[src/design/assert_macros.svh]
// Assertion macros used by the RTL top level of the frame receiver.
`ifndef ASSERT_MACROS_SVH
`define ASSERT_MACROS_SVH
`ifndef SYNTH
// Property must hold at every clock edge outside reset.
`define AST_ALWAYS(label, clk, rst_n, prop) \
    label: assert property (@(posedge clk) disable iff (!rst_n) (prop)) \
        else $error("assertion failed: invariant violated");
// Consequent must hold in the cycle after the antecedent.
`define AST_NEXT(label, clk, rst_n, ante, cons) \
    label: assert property (@(posedge clk) disable iff (!rst_n) (ante) |=> (cons)) \
        else $error("assertion failed: next-cycle check violated");
`else
`define AST_ALWAYS(label, clk, rst_n, prop)
`define AST_NEXT(label, clk, rst_n, ante, cons)
`endif
`endif

[src/design/hsfr_pkg.sv]
// Package: shared types and constants of the header-sum frame receiver.
package hsfr_pkg;

    localparam int BYTE_W = 8;
    localparam int IDX_W  = 4;

    typedef logic [BYTE_W-1:0] byte_t;
    typedef logic [IDX_W-1:0]  idx_t;

    localparam byte_t HEADER_RESET = 8'hCC;

endpackage

[src/design/hsfr_frame_mem.sv]
// Frame store: one write port, one registered read port.
module hsfr_frame_mem
    import hsfr_pkg::*;
#(
    parameter int DEPTH  = 14,
    parameter int ADDR_W = 4
)
(
    input  logic              clk,
    input  logic              wr_en,
    input  logic [ADDR_W-1:0] wr_addr,
    input  byte_t             wr_data,
    input  logic              rd_en,
    input  logic [ADDR_W-1:0] rd_addr,
    output byte_t             rd_data
);

    byte_t mem_reg [DEPTH];
    byte_t rd_data_reg;

    always_ff @(posedge clk)
    begin
        if (wr_en)
        begin
            mem_reg[wr_addr] <= wr_data;
        end
        if (rd_en)
        begin
            rd_data_reg <= mem_reg[rd_addr];
        end
    end

    assign rd_data = rd_data_reg;

endmodule

[src/design/header_sum_frame_receiver.sv]
// Top level: header-triggered fixed-length frame receiver with 8-bit sum check.
// A byte is taken on in_valid with in_stall low; in_stall is low while hunting or collecting.
// A good checksum byte starts readout: each frame byte is read from the store in FETCH,
// then presented in SHOW, as the store has a single read port; in_stall stays high
// through the readout, also while out_stall holds a byte. Bad frames cost nothing.
// Async active-low reset: hunting state, sum and count cleared, header = 0xCC.
`include "assert_macros.svh"

module header_sum_frame_receiver
    import hsfr_pkg::*;
#(
    parameter int FRAME_LEN = 14
)
(
    input  logic  clk,
    input  logic  rst_n,
    // configuration: header byte value
    input  logic  cfg_write_en,
    input  byte_t cfg_write_data,
    // receive channel
    input  logic  in_valid,
    output logic  in_stall,
    input  byte_t rx_byte,
    // frame output channel
    output logic  out_valid,
    input  logic  out_stall,
    output byte_t frame_byte,
    output idx_t  byte_index,
    output logic  last_byte
);

    localparam int ADDR_W = (FRAME_LEN > 1) ? $clog2(FRAME_LEN) : 1;
    localparam logic [ADDR_W-1:0] LAST_POS = ADDR_W'(FRAME_LEN - 1);

    // HUNT: waiting for header; BODY: collecting; FETCH/SHOW: store readout
    typedef enum logic [1:0] {
        ST_HUNT,
        ST_BODY,
        ST_FETCH,
        ST_SHOW
    } state_t;

    state_t            state_reg, state_next;
    byte_t             header_reg, header_next;
    byte_t             sum_reg, sum_next;
    // shared counter: write position while collecting, read position on readout
    logic [ADDR_W-1:0] cnt_reg, cnt_next;

    logic  in_xfer;
    logic  out_xfer;
    logic  at_last;
    logic  sum_end;
    logic  hit;
    byte_t cmp_ref;
    byte_t add_base;
    byte_t add_out;
    logic  mem_wr_en;
    logic  mem_rd_en;
    byte_t mem_rd_data;

    assign in_stall = !((state_reg == ST_HUNT) || (state_reg == ST_BODY));
    assign in_xfer  = in_valid && !in_stall;
    assign out_xfer = out_valid && !out_stall;
    assign at_last  = (cnt_reg == LAST_POS);
    // checksum byte taken this cycle
    assign sum_end  = in_xfer && (state_reg == ST_BODY) && at_last;

    // shared compare: header match while hunting, checksum match on last byte
    assign cmp_ref = (state_reg == ST_HUNT) ? header_reg : sum_reg;
    assign hit     = (rx_byte == cmp_ref);

    // shared adder: the header starts a fresh sum
    assign add_base = (state_reg == ST_HUNT) ? '0 : sum_reg;
    assign add_out  = add_base + rx_byte;

    assign mem_wr_en = in_xfer && ((state_reg == ST_BODY) || hit);
    assign mem_rd_en = (state_reg == ST_FETCH);

    hsfr_frame_mem #(
        .DEPTH  (FRAME_LEN),
        .ADDR_W (ADDR_W)
    ) u_store (
        .clk     (clk),
        .wr_en   (mem_wr_en),
        .wr_addr (cnt_reg),
        .wr_data (rx_byte),
        .rd_en   (mem_rd_en),
        .rd_addr (cnt_reg),
        .rd_data (mem_rd_data)
    );

    always_comb
    begin
        state_next  = state_reg;
        sum_next    = sum_reg;
        cnt_next    = cnt_reg;
        header_next = cfg_write_en ? cfg_write_data : header_reg;
        unique case (state_reg)
            ST_HUNT:
            begin
                if (in_xfer && hit)
                begin
                    // header stored at position 0
                    sum_next   = add_out;
                    cnt_next   = ADDR_W'(1);
                    state_next = ST_BODY;
                end
            end
            ST_BODY:
            begin
                if (in_xfer)
                begin
                    if (at_last)
                    begin
                        cnt_next   = '0;
                        sum_next   = '0;
                        state_next = hit ? ST_FETCH : ST_HUNT;
                    end
                    else
                    begin
                        sum_next = add_out;
                        cnt_next = cnt_reg + ADDR_W'(1);
                    end
                end
            end
            ST_FETCH:
            begin
                state_next = ST_SHOW;
            end
            ST_SHOW:
            begin
                if (out_xfer)
                begin
                    if (at_last)
                    begin
                        cnt_next   = '0;
                        state_next = ST_HUNT;
                    end
                    else
                    begin
                        cnt_next   = cnt_reg + ADDR_W'(1);
                        state_next = ST_FETCH;
                    end
                end
            end
            default:
            begin
                state_next = ST_HUNT;
            end
        endcase
    end

    always_ff @(posedge clk or negedge rst_n)
    begin
        if (!rst_n)
        begin
            state_reg  <= ST_HUNT;
            header_reg <= HEADER_RESET;
            sum_reg    <= '0;
            cnt_reg    <= '0;
        end
        else
        begin
            state_reg  <= state_next;
            header_reg <= header_next;
            sum_reg    <= sum_next;
            cnt_reg    <= cnt_next;
        end
    end

    // output held from the store read register; no read while presenting
    assign out_valid  = (state_reg == ST_SHOW);
    assign frame_byte = mem_rd_data;
    assign byte_index = IDX_W'(cnt_reg);
    assign last_byte  = at_last;

    // never take a byte while a frame byte is on offer
    `AST_ALWAYS(a_no_rx_during_out, clk, rst_n, !out_valid || in_stall)
    // last frame byte taken: back to hunting
    `AST_NEXT(a_last_to_hunt, clk, rst_n, out_xfer && last_byte, state_reg == ST_HUNT)
    // bad checksum drops the frame without output
    `AST_NEXT(a_bad_sum_drop, clk, rst_n, sum_end && !hit, state_reg == ST_HUNT && !out_valid)
    // good checksum starts readout at position 0
    `AST_NEXT(a_good_sum_read, clk, rst_n, sum_end && hit, state_reg == ST_FETCH && cnt_reg == '0)
    // counter stays inside the frame
    `AST_ALWAYS(a_cnt_range, clk, rst_n, cnt_reg <= LAST_POS)

endmodule
[config.mk]
export PLATFORM = sky130hd
export DESIGN_NAME = header_sum_frame_receiver
export DESIGN_NICKNAME = d
export VERILOG_FILES = /design/src/design/hsfr_pkg.sv /design/src/design/hsfr_frame_mem.sv /design/src/design/header_sum_frame_receiver.sv
export VERILOG_INCLUDE_DIRS = /design/src /design/src/design
export SDC_FILE = /design/constraint.sdc
export NUM_CORES = 1
export LEC_CHECK = 0
export BUFFER_PORTS_ARGS = -buffer_cell sky130_fd_sc_hd__buf_2
export CAP_MARGIN = 20
export CORE_ASPECT_RATIO = 0.9
export CORE_UTILIZATION = 45
export DETAILED_ROUTE_END_ITERATION = 7
export PLACE_DENSITY_LB_ADDON = 0.08
export RECOVER_POWER = 25
export SYNTH_ARGS = -nofsm -noshare
export SYNTH_HDL_FRONTEND = slang
export SYNTH_SLANG_ARGS = --single-unit
[constraint.sdc]
create_clock -name clk -period 6.96 [get_ports clk]
set_input_delay 0.696 -clock clk [delete_from_list [all_inputs] [get_ports clk]]
set_output_delay 0.696 -clock clk [all_outputs]
set_load 0.005 [all_outputs]
# ---- Yosys cells after proc, flatten, opt, wreduce, memory -nomap -nowiden
# Memories as Yosys holds them, arrays and structs flattened. A register that Yosys moved wholly into a read port is not among the register bits.
# Index checks and enable logic that the tools add are counted.
dict set report totals {
  register_bits 22
  mem_bits_ro 0
  memories 1
  latchBits 0
  wordCells 50
  ram_bits 112
}
dict set report classes {
  mul 0
  magnitude_cmp 0
  mux 20
  n_bitwise 0
  reduce_logical 14
  div 0
  n_eq_ne 9
  shifts 0
  addsub 2
}
# name words width rd rd_clocked_by_memory_dff write_ports line_no
set mem_list {}
lappend mem_list {u_store.mem_reg 14 8 1 1 1 hsfr_frame_mem.sv:18} ;# byte_t mem_reg [DEPTH];
# op n
set op_table {}
lappend op_table {{two-way mux 8 bit} 5}
lappend op_table {{two-way mux 4 bit} 4}
lappend op_table {{one-hot mux 8 bit (2 select lines)} 1}
lappend op_table {{two-way mux 2 bit} 6}
lappend op_table {{one-hot mux 4 bit (3 select lines)} 1}
lappend op_table {{adder 8 bit} 1}
lappend op_table {{== test 8 bit} 1}
lappend op_table {{one-hot mux 2 bit (4 select lines)} 1}
lappend op_table {{AND reduction 4 bit} 2}
lappend op_table {{adder 4 x 1 -> 4 bit, second input constant} 1}
lappend op_table {{== test 2 bit, second input constant} 2}
lappend op_table {{== test 4 bit, second input constant} 1}
lappend op_table {{logical AND 1 bit} 4}
lappend op_table {{!= test 2 x 1 -> 1 bit, second input constant} 2}
lappend op_table {{!= test 2 bit, second input constant} 2}
lappend op_table {{AND reduction 3 bit} 1}
lappend op_table {{nonzero test 3 bit} 1}
lappend op_table {{== test 2 x 1 -> 1 bit, second input constant} 1}
lappend op_table {{logical NOT 1 bit} 2}
lappend op_table {{logical NOT 2 bit} 1}
lappend op_table {{logical OR 1 bit} 2}
lappend op_table {{two-way mux 1 bit} 2}
lappend op_table {{nonzero test 2 bit} 1}

# ---- Longest topological paths before layout
dict set report depth {
  ltp_word 7
  mapped_depth 11
  mapped_depth_nobuf 10
}

# ---- Modules after synthesis
# From an unflattened synthesis, not the netlist that was laid out.
dict set report unflattened {
  hier_cells 371
  area_unflattened_um2 6221.0
}
# module area_per_inst_um2 cells_per_inst seq_area_each_um2 n_inst
set modules_own_cells {}
lappend modules_own_cells {hsfr_frame_mem 4687.0 210 3603.5 1}
lappend modules_own_cells {header_sum_frame_receiver 1534.0 161 555.5 1}

# ---- Worst setup path before layout
# No wires, ideal clock.
dict set report synth_path {
  path_kind {in2reg}
  start {in rx_byte[6]}
  end {mem u_store.mem_reg[11][0] (netlist name), enable pin}
  setup_ns 0.395
  slack_ns 3.724
  cell_stages 7
  arrival_ns 2.842
  required_time_ns 6.565
  cell_sequence {xor2_1 > nor4_1 > o2111ai_1 > a2111oi_2 > o21ai_1 > buf_2 > nor4_1}
}
dict set report synth_between {
  elab_chain_cells 5
}
# element line_no
set synth_rtl {}
lappend synth_rtl {{start, declared} header_sum_frame_receiver.sv:23} ;# input byte_t rx_byte,
lappend synth_rtl {{== test 8 bit} header_sum_frame_receiver.sv:70} ;# assign hit = (rx_byte == cmp_ref);
lappend synth_rtl {{logical OR 1 bit} header_sum_frame_receiver.sv:76} ;# assign mem_wr_en = in_xfer && ((state_reg == ST_BODY) || hit);
lappend synth_rtl {{logical AND 1 bit} header_sum_frame_receiver.sv:76}
lappend synth_rtl {{two-way mux 1 bit} hsfr_frame_mem.sv:23} ;# if (wr_en)
lappend synth_rtl {{two-way mux 1 bit (implied by the code)} hsfr_frame_mem.sv:25} ;# mem_reg[wr_addr] <= wr_data;
lappend synth_rtl {{end, declared} hsfr_frame_mem.sv:18}
# Every way passes these cells.

# ---- Final worst setup path
dict set report layout_path {
  start {in rx_byte[5]}
  end {mem u_store.mem_reg[0][1] (netlist name), enable pin}
}
# Same word-level chain as after synthesis.

==> qor.yml <==
outcome:
  status: "finished, final reports clean"
synth:
  synth_cells: 357
  synth.distinct_cells: 49
  async_flop_share_pct: 15.5
  synth_top_area_share_pct: 58.7
  ys_ff_latch: 142
  ys_warn_count: 0
  syn_area_per_cell_sq_um: 17.2
  ys_top_cells_by_area: "edfxtp_1, mux4_2, dfrtp_1, mux2_2, dfstp_2"
  synth.yosys.seq_area_share_pct: 67.7
  synth_edf_count: 120
  yosysTopAreaCell: "edfxtp_1"
  syn-cell-area_sq_um: 6140
  synth_nets: 386
  synthFlopType: "edfxtp_1"
sta:
  slew_viol_final: 0
  setup_violations: 0
  skew_ns: 0.00925
  fin_crit_ns: 4.14
  hold_violations: 0
  max_freq_mhz: 242
  whs_ns: 0.504
  worst_slew_pin_slew_ns: 1.25
  rsz0062_at_grt: "false"
  post-route-period-util_pct: 59.5
  fin_tns_setup_ns: 0
  relSlewSlack_pct: 16.6
min_path:
  worstHoldStart: "cfg_write_data[0]"
  hp-class: "input pin to flip-flop"
grt:
  grt_use_total_pct: 20.9
  globalRoute.totalOverflow: 0
  antenna_found_initial: 0
  grt_max_degree: 42
  grt_pass1_wl_mm: 21.2
  grt_pass1_vias: 3576
route:
  wl_mm: 13.3
  viasPerCell: 5.70
  drt_iter0_markers: 314
  firstDrtPassIters: 6
  wl_per_cell_um: 22.3
  final_antenna_net_count: 0
  via_count: 3387
  drc: 0
placed_design:
  numPortBuffers: 35
  post-dp-hpwl_mm: 8.69
  gp_congestion: 0.829
  dp_cells: 560
critical_path:
  crit_path_end_kind: "flip-flop"
  path_buf_inv: 3
  critical_path.top_delay_family: "compound AO/OA/AOI/OAI gates"
  criticalPathCategory: "input pin to flip-flop"
  r2r_setup_slack_ns: 2.93
  required_ns: 7.09
  startpoint_type: "input pin"
  slowest_stage: "nor4_1"
  crit_path_max_fanout: 17
  slowest_delay_ns: 1.05
  path_cells: "clkbuf_1, inv_1, a221oi_1, o21ai_0, a2111oi_2, o21ai_1, nor4_1, buf_4"
  worstReg2RegStart: "state_reg[0]"
  crit_path_start: "rx_byte[5]"
  arrival_ns: 4.27
die:
  initial_core_util_pct: 46.1
  rows: 40
  ioPinCount: 36
  chipWidth_um: 125
  die_y_um: 113
  core_sq_um: 13300
  die_area_sq_um: 14100
clock_network:
  cts_made_buffers: 17
  htreeDepth: 4
  cts_setup_buffers: 0
  clk_latency_ns: 0.42
  cts_hold_buf: 0
  clkSinkCount: 142
  clk_pin_slew_ns: 0.06
  cts.path.max_buffers: 2
  cts_resized: 0
  root_buffer: "clkbuf_16"
  cts_tree: "built"
layout:
  nets: 443
  stdcell_count: 594
  diodes: 0
  largest_reg_flops: 112
  syn_to_final_growth_pct: 16.8
  drive_gt1_share_pct: 33.1
flow_run:
  cap_violations: 0
pwr:
  power.leakage_nw: 2.54
  p_per_area_nw_per_um2: 400
  peakVddDrop_mv: 0.325
-- metal layers --
layer	wire length, um	GRT usage (%)	vias to the layer above
li1	-	-	1532
met1	5950	28.4	1739
met2	6380	32.7	95
met3	688	5.06	21
met4	239	8.13	0
met5	0	0	-
-- through the flow --
| step | total power [W] | util (%) | cell area (sq um) | setup WS [ns] |
|---|---|---|---|---|
| after floorplan | 0.00178 | - | 6140 | 3.72 |
| after global placement | 0.00203 | 49.6 | 6600 | 2.79 |
| after detailed placement | 0.00204 | 49.6 | 6610 | 2.78 |
| after CTS | 0.00290 | 53.8 | 7160 | 2.95 |
| after global routing | 0.00302 | 53.8 | 7170 | 2.55 |
| final | 0.00287 | 53.8 | 7170 | 2.82 |
-- synthesized netlist by cell type (all sizes together), types with 2 or more instances --
| master | number |
|---|---|
| mux2i | 4 |
| inv | 18 |
| edfxtp | 120 |
| xor2 | 8 |
| a2111oi | 2 |
| nor2b | 3 |
| and2 | 3 |
| xnor2 | 7 |
| o211ai | 3 |
| buf | 6 |
| o21ai | 4 |
| o31ai | 2 |
| dfstp | 4 |
| nor2 | 15 |
| clkbuf | 10 |
| a21oi | 7 |
| dfrtp | 18 |
| nand2 | 14 |
| nor3 | 6 |
| ha | 7 |
| nand3 | 8 |
| mux4 | 32 |
| or2 | 2 |
| nand2b | 4 |
| mux2 | 20 |
| o2111ai | 2 |
| o221ai | 3 |
| nor4 | 9 |
-- worst paths after layout --
check	end	depth (start not counted)
max	u_store.mem_reg[0][1]	8
min	header_reg[0]	2
max reg2reg	u_store.mem_reg[0][1]	6
min reg2reg	sum_reg[3]	1
max in group asynchronous	byte_index[0]	1
min in group asynchronous	sum_reg[4]	1
-- worst register-to-register path, cell delays in order, from the launching register on --
cell and delay (ns):
dfrtp_1 0.51, nor2_1 0.69, o2111ai_1 0.28, a2111oi_2 0.50
o21ai_1 0.41, nor4_1 1.06, buf_4 0.29
-- cell families (layout without fill, tap and decap cells) --
group           count (synthesis)  after routing  synth area share, %
flops                         142            142                 67.7
simple gates                   67             67                 5.44
mux                            56             56                 16.3
compound gates                 35             35                 4.48
buf+inv                        34            103                 2.14
xor+xnor                       15             15                 2.14
fa+ha+maj                       8              8                 1.75
-- placed cells by master, fill, tap and decap left out, drive strengths merged, types with 6 or more instances in the layout --
cell / n
nand2: 14
clkbuf: 27
a21oi: 7
dfrtp: 18
nor4: 9
buf: 45
nor2: 15
edfxtp: 120
ha: 7
xor2: 8
mux4: 32
inv: 19
clkinv: 8
mux2: 20
nand3: 8
xnor2: 7
nor3: 6
-- power by group --
group	internal, W	switching (W)
registers	0.00104	0.0000593
logic	0.000429	0.000491
clock network	0.000519	0.000336
-- cell type report --
class                      instances  area [sq um]
multi-input combinational        181          1870
inverter                          18          67.6
tap                              168           210
clock inverter                    13           124
timing repair buffer              54           303
clock buffer                      18           429
fill                            1105          6140
sequential                       142          4160
Note: power is estimated with default switching activity, not from simulation.
